==> src/hw/rtl/tcpt_pkg.sv <==
// Shared types and constants for the TCP connection phase tracker.
// Holds the request and response structs, the phase and event codes
// and the internal command struct. Depends on nothing.
package tcpt_pkg;

   localparam int CMD_DEPTH = 2;
   localparam int RSP_DEPTH = 2;
   localparam int CMD_PTR_W = $clog2(CMD_DEPTH);
   localparam int RSP_PTR_W = $clog2(RSP_DEPTH);
   localparam int CMD_CNT_W = $clog2(CMD_DEPTH + 1);
   localparam int RSP_CNT_W = $clog2(RSP_DEPTH + 1);

   localparam logic [1:0] DIR_UNKNOWN = 2'd0;
   localparam logic [1:0] DIR_A_TO_B  = 2'd1;
   localparam logic [1:0] DIR_B_TO_A  = 2'd2;

   localparam int FLAG_FIN_BIT = 0;
   localparam int FLAG_SYN_BIT = 1;
   localparam int FLAG_RST_BIT = 2;
   localparam int FLAG_ACK_BIT = 4;

   localparam logic FUNC_OBSERVE = 1'b0;
   localparam logic FUNC_RESTART = 1'b1;

   localparam logic STATUS_OK      = 1'b0;
   localparam logic STATUS_BAD_DIR = 1'b1;

   typedef enum logic [3:0] {
      PH_UNOBSERVED  = 4'd0,
      PH_SYN         = 4'd1,
      PH_SYNACK      = 4'd2,
      PH_ESTABLISHED = 4'd3,
      PH_MIDSTREAM   = 4'd4,
      PH_FIN         = 4'd5,
      PH_FIN_BOTH    = 4'd6,
      PH_CLOSED      = 4'd7,
      PH_RESET       = 4'd8
   } phase_type;

   typedef enum logic [2:0] {
      EV_OTHER  = 3'd0,
      EV_SYN    = 3'd1,
      EV_SYNACK = 3'd2,
      EV_ACK    = 3'd3,
      EV_FIN    = 3'd4,
      EV_RST    = 3'd5
   } event_type;

   typedef struct packed {
      logic       func;
      logic [1:0] direction;
      logic [8:0] flag_bits;
   } req_type;

   typedef struct packed {
      logic       status;
      logic [3:0] phase;
      logic       handshake_done;
      logic [1:0] initiator;
      logic [1:0] first_fin_side;
   } rsp_type;

   typedef struct packed {
      logic       restart;
      logic       bad_dir;
      logic [1:0] dir;
      event_type  ev;
   } cmd_type;

endpackage

==> src/hw/rtl/tcp_connection_phase_tracker.sv <==
// Top level of the TCP connection phase tracker.
// Instantiates tcpt_front, tcpt_cmd_fifo and tcpt_back; uses tcpt_pkg.
//
//   Channel    Ports                            Moves
//   request    req_push, req_full, req_data     func, direction, flag_bits
//   response   rsp_pop, rsp_empty, rsp_data     status, phase, flags, sides
//
// One request per cycle is sustained while the response side keeps up;
// each request is registered in the command queue, and the phase engine
// updates the state and queues the response when it takes the command.
// Reset is synchronous and empties both queues; the state returns to
// unobserved.
// A stalled response side fills the two-entry response queue, then the
// two-entry command queue, and only then raises req_full.
module tcp_connection_phase_tracker (
   input  logic              clock,
   input  logic              reset,
   input  logic              req_push,
   output logic              req_full,
   input  tcpt_pkg::req_type req_data,
   output logic              rsp_empty,
   input  logic              rsp_pop,
   output tcpt_pkg::rsp_type rsp_data
);
   import tcpt_pkg::*;

   cmd_type front_cmd;
   cmd_type head_cmd;
   logic    cmd_empty;
   logic    cmd_pop;

   tcpt_front u_front (
      .req (req_data),
      .cmd (front_cmd)
   );

   tcpt_cmd_fifo u_cmd_fifo (
      .clock     (clock),
      .reset     (reset),
      .push      (req_push),
      .push_data (front_cmd),
      .full      (req_full),
      .pop       (cmd_pop),
      .empty     (cmd_empty),
      .pop_data  (head_cmd)
   );

   tcpt_back u_back (
      .clock     (clock),
      .reset     (reset),
      .cmd_empty (cmd_empty),
      .cmd       (head_cmd),
      .cmd_pop   (cmd_pop),
      .rsp_empty (rsp_empty),
      .rsp_pop   (rsp_pop),
      .rsp_data  (rsp_data)
   );

   assert property (@(posedge clock) reset |=> rsp_empty)
      else $error("response queue not empty after reset");

   assert property (@(posedge clock) disable iff (reset)
      (req_push && !req_full) |=> ##1 !rsp_empty)
      else $error("accepted request produced no response");

   assert property (@(posedge clock) disable iff (reset)
      (!rsp_empty && rsp_data.handshake_done) |->
         ((rsp_data.phase != PH_UNOBSERVED) && (rsp_data.phase != PH_SYN) &&
          (rsp_data.phase != PH_SYNACK)))
      else $error("handshake flagged done during the opening phases");

endmodule

==> src/hw/rtl/tcpt_front.sv <==
// Front end of the phase tracker: checks the direction and classifies
// the TCP flags of each request into a command. Uses tcpt_pkg.
module tcpt_front (
   input  tcpt_pkg::req_type req,
   output tcpt_pkg::cmd_type cmd
);
   import tcpt_pkg::*;

   event_type ev;

   always_comb begin
      priority if (req.flag_bits[FLAG_RST_BIT]) begin
         ev = EV_RST;
      end else if (req.flag_bits[FLAG_FIN_BIT]) begin
         ev = EV_FIN;
      end else if (req.flag_bits[FLAG_SYN_BIT] && req.flag_bits[FLAG_ACK_BIT]) begin
         ev = EV_SYNACK;
      end else if (req.flag_bits[FLAG_SYN_BIT]) begin
         ev = EV_SYN;
      end else if (req.flag_bits[FLAG_ACK_BIT]) begin
         ev = EV_ACK;
      end else begin
         ev = EV_OTHER;
      end
   end

   always_comb begin
      cmd.restart = (req.func == FUNC_RESTART);
      cmd.bad_dir = !((req.direction == DIR_A_TO_B) || (req.direction == DIR_B_TO_A));
      cmd.dir     = req.direction;
      cmd.ev      = ev;
   end

endmodule

==> src/hw/rtl/tcpt_cmd_fifo.sv <==
// Short command queue between the front end and the phase engine.
// Accepts a push and a pop in the same cycle. Uses tcpt_pkg.
module tcpt_cmd_fifo (
   input  logic              clock,
   input  logic              reset,
   input  logic              push,
   input  tcpt_pkg::cmd_type push_data,
   output logic              full,
   input  logic              pop,
   output logic              empty,
   output tcpt_pkg::cmd_type pop_data
);
   import tcpt_pkg::*;

   cmd_type               mem_ff [CMD_DEPTH];
   logic [CMD_PTR_W-1:0]  wr_ptr_ff, wr_ptr_in;
   logic [CMD_PTR_W-1:0]  rd_ptr_ff, rd_ptr_in;
   logic [CMD_CNT_W-1:0]  count_ff, count_in;
   logic                  do_push;
   logic                  do_pop;

   assign full     = (count_ff == CMD_CNT_W'(CMD_DEPTH));
   assign empty    = (count_ff == '0);
   assign do_push  = push && !full;
   assign do_pop   = pop && !empty;
   assign pop_data = mem_ff[rd_ptr_ff];

   always_comb begin
      wr_ptr_in = wr_ptr_ff;
      rd_ptr_in = rd_ptr_ff;
      count_in  = count_ff;
      if (do_push) begin
         wr_ptr_in = (wr_ptr_ff == CMD_PTR_W'(CMD_DEPTH - 1)) ? '0 : wr_ptr_ff + 1'b1;
      end
      if (do_pop) begin
         rd_ptr_in = (rd_ptr_ff == CMD_PTR_W'(CMD_DEPTH - 1)) ? '0 : rd_ptr_ff + 1'b1;
      end
      if (do_push && !do_pop) begin
         count_in = count_ff + 1'b1;
      end else if (do_pop && !do_push) begin
         count_in = count_ff - 1'b1;
      end
   end

   always_ff @(posedge clock) begin
      if (reset) begin
         wr_ptr_ff <= '0;
         rd_ptr_ff <= '0;
         count_ff  <= '0;
      end else begin
         wr_ptr_ff <= wr_ptr_in;
         rd_ptr_ff <= rd_ptr_in;
         count_ff  <= count_in;
      end
   end

   always_ff @(posedge clock) begin
      if (do_push) begin
         mem_ff[wr_ptr_ff] <= push_data;
      end
   end

endmodule

==> src/hw/rtl/tcpt_back.sv <==
// Phase engine of the tracker: applies one command per cycle, when the response
// queue has room, to the connection state and queues the responses. Uses tcpt_pkg.
module tcpt_back (
   input  logic              clock,
   input  logic              reset,
   input  logic              cmd_empty,
   input  tcpt_pkg::cmd_type cmd,
   output logic              cmd_pop,
   output logic              rsp_empty,
   input  logic              rsp_pop,
   output tcpt_pkg::rsp_type rsp_data
);
   import tcpt_pkg::*;

   phase_type             phase_ff, phase_in;
   logic [1:0]            init_ff, init_in;
   logic [1:0]            fin_ff, fin_in;
   logic                  hs_ff, hs_in;
   logic                  status;
   rsp_type               rsp_new;

   rsp_type               mem_ff [RSP_DEPTH];
   logic [RSP_PTR_W-1:0]  wr_ptr_ff, wr_ptr_in;
   logic [RSP_PTR_W-1:0]  rd_ptr_ff, rd_ptr_in;
   logic [RSP_CNT_W-1:0]  count_ff, count_in;
   logic                  rsp_full;
   logic                  take;
   logic                  do_pop;

   assign rsp_full  = (count_ff == RSP_CNT_W'(RSP_DEPTH));
   assign rsp_empty = (count_ff == '0);
   assign do_pop    = rsp_pop && !rsp_empty;
   assign take      = !cmd_empty && (!rsp_full || do_pop);
   assign cmd_pop   = take;
   assign rsp_data  = mem_ff[rd_ptr_ff];

   always_comb begin
      phase_in = phase_ff;
      init_in  = init_ff;
      fin_in   = fin_ff;
      hs_in    = hs_ff;
      status   = STATUS_OK;
      if (!take) begin
         phase_in = phase_ff;
      end else if (cmd.restart) begin
         phase_in = PH_UNOBSERVED;
         init_in  = DIR_UNKNOWN;
         fin_in   = DIR_UNKNOWN;
         hs_in    = 1'b0;
      end else if (cmd.bad_dir) begin
         status = STATUS_BAD_DIR;
      end else if ((phase_ff == PH_CLOSED) || (phase_ff == PH_RESET)) begin
         phase_in = phase_ff;
      end else if (cmd.ev == EV_RST) begin
         phase_in = PH_RESET;
      end else if (cmd.ev == EV_FIN) begin
         if (phase_ff == PH_FIN) begin
            if (cmd.dir != fin_ff) begin
               phase_in = PH_FIN_BOTH;
            end
         end else if (phase_ff != PH_FIN_BOTH) begin
            phase_in = PH_FIN;
            fin_in   = cmd.dir;
         end
      end else begin
         unique case (phase_ff)
            PH_UNOBSERVED: begin
               if (cmd.ev == EV_SYN) begin
                  phase_in = PH_SYN;
                  init_in  = cmd.dir;
               end else begin
                  phase_in = PH_MIDSTREAM;
               end
            end
            PH_SYN: begin
               if ((cmd.ev == EV_SYN) && (cmd.dir == init_ff)) begin
                  phase_in = PH_SYN;
               end else if ((cmd.ev == EV_SYNACK) && (cmd.dir != init_ff)) begin
                  phase_in = PH_SYNACK;
               end else begin
                  phase_in = PH_MIDSTREAM;
               end
            end
            PH_SYNACK: begin
               if ((cmd.ev == EV_SYNACK) && (cmd.dir != init_ff)) begin
                  phase_in = PH_SYNACK;
               end else if ((cmd.ev == EV_ACK) && (cmd.dir == init_ff)) begin
                  phase_in = PH_ESTABLISHED;
                  hs_in    = 1'b1;
               end else begin
                  phase_in = PH_MIDSTREAM;
               end
            end
            PH_FIN_BOTH: begin
               if ((cmd.ev == EV_ACK) && (cmd.dir == fin_ff)) begin
                  phase_in = PH_CLOSED;
               end
            end
            default: begin
               phase_in = phase_ff;
            end
         endcase
      end
   end

   always_comb begin
      rsp_new.status         = status;
      rsp_new.phase          = phase_in;
      rsp_new.handshake_done = hs_in;
      rsp_new.initiator      = init_in;
      rsp_new.first_fin_side = fin_in;
   end

   always_comb begin
      wr_ptr_in = wr_ptr_ff;
      rd_ptr_in = rd_ptr_ff;
      count_in  = count_ff;
      if (take) begin
         wr_ptr_in = (wr_ptr_ff == RSP_PTR_W'(RSP_DEPTH - 1)) ? '0 : wr_ptr_ff + 1'b1;
      end
      if (do_pop) begin
         rd_ptr_in = (rd_ptr_ff == RSP_PTR_W'(RSP_DEPTH - 1)) ? '0 : rd_ptr_ff + 1'b1;
      end
      if (take && !do_pop) begin
         count_in = count_ff + 1'b1;
      end else if (do_pop && !take) begin
         count_in = count_ff - 1'b1;
      end
   end

   always_ff @(posedge clock) begin
      if (reset) begin
         phase_ff  <= PH_UNOBSERVED;
         init_ff   <= DIR_UNKNOWN;
         fin_ff    <= DIR_UNKNOWN;
         hs_ff     <= 1'b0;
         wr_ptr_ff <= '0;
         rd_ptr_ff <= '0;
         count_ff  <= '0;
      end else begin
         phase_ff  <= phase_in;
         init_ff   <= init_in;
         fin_ff    <= fin_in;
         hs_ff     <= hs_in;
         wr_ptr_ff <= wr_ptr_in;
         rd_ptr_ff <= rd_ptr_in;
         count_ff  <= count_in;
      end
   end

   always_ff @(posedge clock) begin
      if (take) begin
         mem_ff[wr_ptr_ff] <= rsp_new;
      end
   end

endmodule

==> config.mk <==
export PLATFORM = sky130hd
export DESIGN_NAME = tcp_connection_phase_tracker
export DESIGN_NICKNAME = d
export VERILOG_FILES = /design/src/hw/rtl/tcpt_pkg.sv /design/src/hw/rtl/tcp_connection_phase_tracker.sv /design/src/hw/rtl/tcpt_front.sv /design/src/hw/rtl/tcpt_cmd_fifo.sv /design/src/hw/rtl/tcpt_back.sv
export SDC_FILE = /design/constraint.sdc
export NUM_CORES = 1
export LEC_CHECK = 0
export CAP_MARGIN = 20
export CORE_MARGIN = 2
export CORE_UTILIZATION = 63
export DETAILED_ROUTE_END_ITERATION = 10
export DONT_BUFFER_PORTS = 1
export PLACE_DENSITY_LB_ADDON = 0.15
export SETUP_SLACK_MARGIN = 0.2
export SLEW_MARGIN = 20
export SYNTH_ARGS = -nofsm -noshare
export SYNTH_HDL_FRONTEND = slang
export SYNTH_SLANG_ARGS = --single-unit
==> constraint.sdc <==
create_clock -name clock -period 2.2 [get_ports clock]
set_input_delay 0.11 -clock clock [delete_from_list [all_inputs] [get_ports clock]]
set_output_delay 0.11 -clock clock [all_outputs]
set_load 0.01 [all_outputs]
==> run_results.csv, run 1 <==
group,metric,value,unit
drt,via_per_inst,6.352,
floorplan,placementRows,23,
power_and_ir_drop,p_int,2.449,mW
synth,synth.avg_cell_area,11.42,sq um
global_route,grt_overflow,0,
hold_path,hold-path-endpoint,"u_cmd_fifo.mem_ff[0][2]$_DFFE_PP_",
setup_path,crit_path_end_kind,"register",
power_and_ir_drop,power_frac_comb,46.9,%
synth,synthTopCellsByArea,"edfxtp_1 (38%), dfxtp_1 (14%), mux2_2 (5.9%)",
cells_and_area,fin_util,77.52,%
sta,relSlewSlack,40.95,%
cells_and_area,drive_gt1_share,30.31,%
drt,first_pass_iters,4,
synth,syn_area,0.002661,sq mm
setup_path,r2r-end,"u_back.mem_ff[0][1]$_DFFE_PP_",
drt,wl_per_cell,19.47,um
job,cap_violations,0,
synth,synthCells,233,
sta,whs,0.01139,ns
drt,vias,1931,
setup_path,critPathMaxStageDelay,0.47,ns
power_and_ir_drop,pwr-share-clk,14.1,%
floorplan,ios,28,
synth,ys.flop_type,"edfxtp_1",
setup_path,critPathSlowestCell,"edfxtp_1",
synth,synth_top_area_share,38.36,%
drt,wl,5919,um
sta,worst_slew_pin_slew,0.8825,ns
floorplan,die-area,0.004760,sq mm
cells_and_area,fill_cells,254,
synth,ys_top_cells_by_count,"edfxtp_1 (34), nor2_1 (29), dfxtp_1 (19)",
drt,drt-initial-drc-count,183,
setup_path,regToRegSetupSlack,0.06,ns
global_route,grt_pass1_vias,1810,
floorplan,initial_core_util,66.06,%
hold_path,hold_class,"in -> reg",
cells_and_area,diodes,0,
synth,syn_nets,253,
setup_path,worst-setup-path-type,"reg -> reg",
place,hpwl,3929,um
synth,synth_area_leader_cell,"edfxtp_1",
hold_path,hp-start,"req_data[2]",
setup_path,cp-start-kind,"register",
power_and_ir_drop,powerDensity,1290,mW/mm^2
setup_path,reg2regPathDepth,5,
floorplan,coreArea,0.004029,sq mm
drt,drc,0,
sta,period_share,97.44,%
sta,report.final.slew_viol_count,0,
global_route,antenna_found_initial,0,
place,numPortBuffers,0,
setup_path,crit_chain,"or3b_4, a211oi_2, nand4_1, mux2i_2, nor2_2",
power_and_ir_drop,p_switching,1.579,mW
cts,ctsLongestPathBuffers,2,
sta,hold_viol,0,
cts,path_clk_slew,0.09,ns
cts,clock_sinks,53,
global_route,grt_max_degree,19,
floorplan,die_y,69.00,um
setup_path,critPathRequiredTime,2.25,ns
setup_path,cp_top_family,"simple AND/OR/NAND/NOR gates",
global_route,grt_pass1_wl,8659,um
synth,synth_seq_cells,53,
floorplan,chipWidth,69.00,um
synth,yosysSeqAreaShare,52.66,%
cts,clock_latency,0.31,ns
cts,cts-root-buf,"clkbuf_8",
place,finalWeightedCongestion,0.8904,
hold_path,hold_path_depth,1,
power_and_ir_drop,power.static_leakage,1.154,nW
sta,skew,0.008779,ns
cts,cts_tree,"done",
global_route,track_usage,25.97,%
setup_path,arrival,2.20,ns
synth,synth_cell_types,59,
sta,setup_viol,0,
power_and_ir_drop,seq_power_share,39.0,%
setup_path,cp_num_buf_inv,0,
setup_path,r2r_start,"u_cmd_fifo.mem_ff[0][1]$_DFFE_PP_",
power_and_ir_drop,swShare,39.20,%
drt,postRouteAntennaNets,0,
synth,synth_warnings,0,
run_status,status,"finished, final reports clean",
synth,async_flop_share,0,%
cells_and_area,nets,273,
sta,max_freq,466.5,MHz
synth,synth.most_common_cell,"edfxtp_1",
sta,min_period,2.144,ns
setup_path,critPathMaxFanout,5,
cts,cts_buffers,5,
synth,synth_edf_count,34,
cts,cts_max_level,2,
cells_and_area,area_growth,17.35,%
power_and_ir_drop,peakVddDrop,1.037,mV
sta,rsz0062_at_grt,"yes",
[kinds of logic after synthesis]
group	count (synthesis)	share of synthesized area, %
XOR/XNOR	14	4.608
AND/OR/NAND/NOR	82	16.97
buffers and inverters	19	3.150
AO/OA/AOI/OAI	36	10.20
flip-flops	53	52.66
multiplexers	25	10.53
adder cells (fa/ha/maj)	4	1.881
[stage by stage]
step	area, sq um	worst slack [ns]	TNS (ns)	instances	total power [mW]
2_1_floorplan	2661	0.2769	0	233	2.749
3_3_place_gp	2749	0.04112	0	284	3.073
3_5_place_dp	2749	-0.03539	-0.1201	284	3.136
4_1_cts	2948	0.1797	0	299	3.767
5_1_grt	3123	0.02745	0	304	4.261
6_report	3123	0.05626	0	304	4.027
[flip-flops by register name (all words and copies together), names as in the netlist, named ones only]
register              cells
u_back.init_ff            2
u_cmd_fifo.mem_ff        14
u_back.mem_ff            20
u_cmd_fifo.rd_ptr_ff      1
u_cmd_fifo.count_ff       2
u_cmd_fifo.wr_ptr_ff      1
u_back.wr_ptr_ff          1
u_back.count_ff           2
u_back.fin_ff             2
u_back.hs_ff              1
u_back.phase_ff           4
u_back.rd_ptr_ff          1
[power by group through the flow]
stage / Sequential [mW] / Combinational, mW / Clock, mW
3_5_place_dp: 1.58 / 1.56 / 0
6_report: 1.57 / 1.89 / 0.567
4_1_cts: 1.57 / 1.63 / 0.566
5_1_grt: 1.61 / 2.05 / 0.605
2_1_floorplan: 1.49 / 1.26 / 0
3_3_place_gp: 1.55 / 1.52 / 0
[how the worst max path moves through the flow]
stage	from	to	cells after the start
5_1_grt	register	u_back.mem_ff[1][1]$_DFFE_PP_	6
3_3_place_gp	register	u_back.mem_ff[1][7]$_DFFE_PP_	6
6_report	u_cmd_fifo.mem_ff[0][1]$_DFFE_PP_	u_back.mem_ff[0][1]$_DFFE_PP_	5
2_1_floorplan	register	u_back.mem_ff[0][5]$_DFFE_PP_	7
4_1_cts	register	u_back.mem_ff[0][2]$_DFFE_PP_	6
3_5_place_dp	register	u_back.mem_ff[1][2]$_DFFE_PP_	6
[routing by layer]
layer | up-vias | wire length [um] | track usage [%]
met5 | - | 0 | 0
met4 | 0 | 110 | 10.05
met3 | 12 | 365 | 5.844
met2 | 85 | 3074 | 44.71
met1 | 927 | 2367 | 31.67
li1 | 907 | - | -
[what timing repair did]
item                                    CTS  global route
hold endpoints to repair                 25             0
hold buffers                              4             0
endpoints found under the setup margin   22            19
setup buffers                             3             5
pin swaps                                 2             8
gates resized for setup                  11            28
[placed cells by master (no fill, tap or decap), drive strengths merged, types with 6 or more instances in the layout]
cell type / instances
xnor2: 7
mux2i: 11
o21ai: 6
nand2: 10
dfxtp: 19
nor3: 9
clkbuf: 6
buf: 17
inv: 11
nor2: 29
mux2: 14
edfxtp: 34
xor2: 7
[cell type report]
cell class	instances	area, sq um	share of cell area, %
timing repair buffer	21	167.7	5.369
sequential	53	1409	45.11
multi-input combinational	161	1344	43.03
clock inverter	2	13.76	0.4407
inverter	11	43.79	1.402
tap	50	62.56	2.003
clock buffer	6	82.58	2.644
Note: power is estimated with default switching activity, not from simulation.
==> inputs of run 2 (changes only) <==
--- a/config.mk
+++ b/config.mk
@@ -11,6 +11,7 @@
 export DETAILED_ROUTE_END_ITERATION = 10
 export DONT_BUFFER_PORTS = 1
 export PLACE_DENSITY_LB_ADDON = 0.15
+export REMOVE_ABC_BUFFERS = 1
 export SETUP_SLACK_MARGIN = 0.2
 export SLEW_MARGIN = 20
 export SYNTH_ARGS = -nofsm -noshare
==> run 2 against run 1 <==
Flip-flop and latch count is the same. Combinational power grew 5%. Global-route usage is essentially flat. Critical path type unchanged. Via count grew 5.7%. Setup slack gained 0.048 ns. Count of clock-buffer cells in the layout shrank 1. Design area grew 1.4%. Non-clock buffer count grew 5. Clock skew grew 0.0016 ns. Highest routed layer unchanged. Critical endpoint is now u_back.mem_ff[0][2]$_DFFE_PP_.
==> run_results.csv, run 2 (synthesized netlist as in run 1, its figures left out) <==
group,metric,value,unit
sta,period_share,95.28,%
cells_and_area,drive_gt1_share,31.27,%
power_and_ir_drop,power.static_leakage,1.178,nW
cells_and_area,area_growth,19.04,%
setup_path,cp-start-kind,"register",
cells_and_area,final_cell_count_no_fill,309,
power_and_ir_drop,swShare,39.85,%
setup_path,critPathMaxFanout,3,
cells_and_area,multi_input_area,0.001354,sq mm
cts,clock_sinks,53,
hold_path,hold_class,"in -> reg",
setup_path,critPathSlowestCell,"or4_4",
cells_and_area,fill_cells,216,
floorplan,placementRows,23,
power_and_ir_drop,p_int,2.471,mW
cts,cts-root-buf,"clkbuf_8",
cells_and_area,regMostFlops,"u_back.mem_ff",
cells_and_area,top_regs,"u_back.mem_ff: 20 flops, u_cmd_fifo.mem_ff: 14 flops, u_back.phase_ff: 4 flops",
cts,cts_tree,"done",
place,hpwl,3789,um
drt,wl,6108,um
cts,clock_latency,0.32,ns
drt,drc,0,
cts,cts_max_level,2,
drt,first_pass_iters,5,
setup_path,cp_top_family,"simple AND/OR/NAND/NOR gates",
global_route,grt_max_degree,19,
setup_path,cp_num_buf_inv,1,
sta,skew,0.01036,ns
power_and_ir_drop,power_frac_comb,48.1,%
power_and_ir_drop,peakVddDrop,0.8788,mV
place,placed_cells,283,
place,finalWeightedCongestion,0.8725,
run_status,status,"finished, final reports clean",
cells_and_area,seqCellArea,0.001413,sq mm
sta,hold_viol,0,
setup_path,crit_chain,"buf_4, mux2i_1, o211ai_1, or4_4, mux2i_4, nor2_1",
cells_and_area,diodes,0,
cts,path_clk_slew,0.09,ns
floorplan,ios,28,
global_route,antenna_found_initial,0,
sta,setup_viol,0,
drt,wl_per_cell,19.77,um
place,numPortBuffers,0,
job,cap_violations,0,
cells_and_area,largest_register_ffs,20,
power_and_ir_drop,powerDensity,1296,mW/mm^2
sta,rsz0062_at_grt,"yes",
setup_path,arrival,2.17,ns
sta,report.final.slew_viol_count,0,
sta,worst_slew_pin_slew,0.9223,ns
power_and_ir_drop,seq_power_share,38.8,%
floorplan,die-area,0.004760,sq mm
setup_path,crit_path_end_kind,"register",
floorplan,die_y,69.00,um
drt,postRouteAntennaNets,0,
power_and_ir_drop,p_switching,1.637,mW
setup_path,critPathMaxStageDelay,0.57,ns
drt,vias,2042,
cells_and_area,final_cell_mix,"edfxtp_1 (34), nor2_1 (28), buf_4 (21)",
global_route,grt_overflow,0,
floorplan,chipWidth,69.00,um
cells_and_area,final_common_cell,"edfxtp_1",
sta,min_period,2.096,ns
sta,relSlewSlack,38.29,%
global_route,grt_pass1_wl,8783,um
setup_path,critPathRequiredTime,2.28,ns
sta,max_freq,477.1,MHz
global_route,track_usage,25.94,%
cells_and_area,nets,278,
drt,drt-initial-drc-count,334,
setup_path,regToRegSetupSlack,0.10,ns
power_and_ir_drop,pwr-share-clk,13.1,%
drt,via_per_inst,6.608,
sta,final.setup.tns,0,ns
floorplan,coreArea,0.004029,sq mm
global_route,grt_pass1_vias,1901,
cts,ctsLongestPathBuffers,2,
cts,cts_buffers,5,
setup_path,worst-setup-path-type,"reg -> reg",
floorplan,initial_core_util,66.06,%
run 2: per-stage QoR:
stage | setup slack, ns | utilization [%] | total power, mW | cell area [sq um] | hold slack [ns]
finish | 0.1039 | 78.63 | 4.107 | 3168 | 0.005363
global route | 0.07231 | 78.63 | 4.329 | 3168 | 0.005149
CTS | 0.1821 | 73.70 | 3.805 | 2969 | 0.001967
detailed placement | -0.1412 | 68.04 | 3.122 | 2741 | 0.1847
global placement | 0.01803 | 68.04 | 3.045 | 2741 | 0.1808
floorplan | -0.08609 | - | 2.705 | 2619 | 0.1791
run 2: repair_timing:
action / 4_1_cts / 5_1_grt
pin swaps: 3 / 7
endpoints found under the hold margin: 25 / 0
buffers inserted: 2 / 12
hold buffers: 4 / 0
gates resized for setup: 20 / 21
setup endpoints to repair: 24 / 21
run 2: final cells by class:
| cell class | count | area share [%] |
|---|---|---|
| clock inverters | 3 | 0.5529 |
| inverters | 11 | 1.382 |
| clock buffers | 5 | 2.172 |
| well taps | 50 | 1.975 |
| multi-input cells | 161 | 42.73 |
| flip-flops and latches | 53 | 44.59 |
| repair buffers | 26 | 6.596 |
run 2: routing by layer:
| layer | wire length [um] | GRT usage [%] | part of all wire [%] |
|---|---|---|---|
| met1 | 2276 | 28.69 | 37 |
| met2 | 3091 | 44.47 | 51 |
| met3 | 488 | 6.981 | 8.0 |
| met4 | 251 | 15.44 | 4.1 |
| met5 | 0 | 0 | 0 |
run 2: final timing paths:
| path | from | end | depth (start not counted) |
|---|---|---|---|
| max reg2reg | u_cmd_fifo.mem_ff[0][1]$_DFFE_PP_ | u_back.mem_ff[0][2]$_DFFE_PP_ | 6 |
| max | u_cmd_fifo.mem_ff[0][1]$_DFFE_PP_ | u_back.mem_ff[0][2]$_DFFE_PP_ | 6 |
| min | req_data[2] | u_cmd_fifo.mem_ff[1][0]$_DFFE_PP_ | 1 |
| min reg2reg | u_cmd_fifo.count_ff[1]$_SDFFE_PP0P_ | u_cmd_fifo.count_ff[1]$_SDFFE_PP0P_ | 2 |
run 2: power groups by stage:
| stage | logic [mW] | clock network (mW) | registers, mW |
|---|---|---|---|
| after floorplan | 1.15 | 0 | 1.55 |
| after global placement | 1.48 | 0 | 1.57 |
| after detailed placement | 1.53 | 0 | 1.59 |
| after CTS | 1.68 | 0.540 | 1.58 |
| after global routing | 2.12 | 0.584 | 1.62 |
| final | 1.98 | 0.539 | 1.59 |
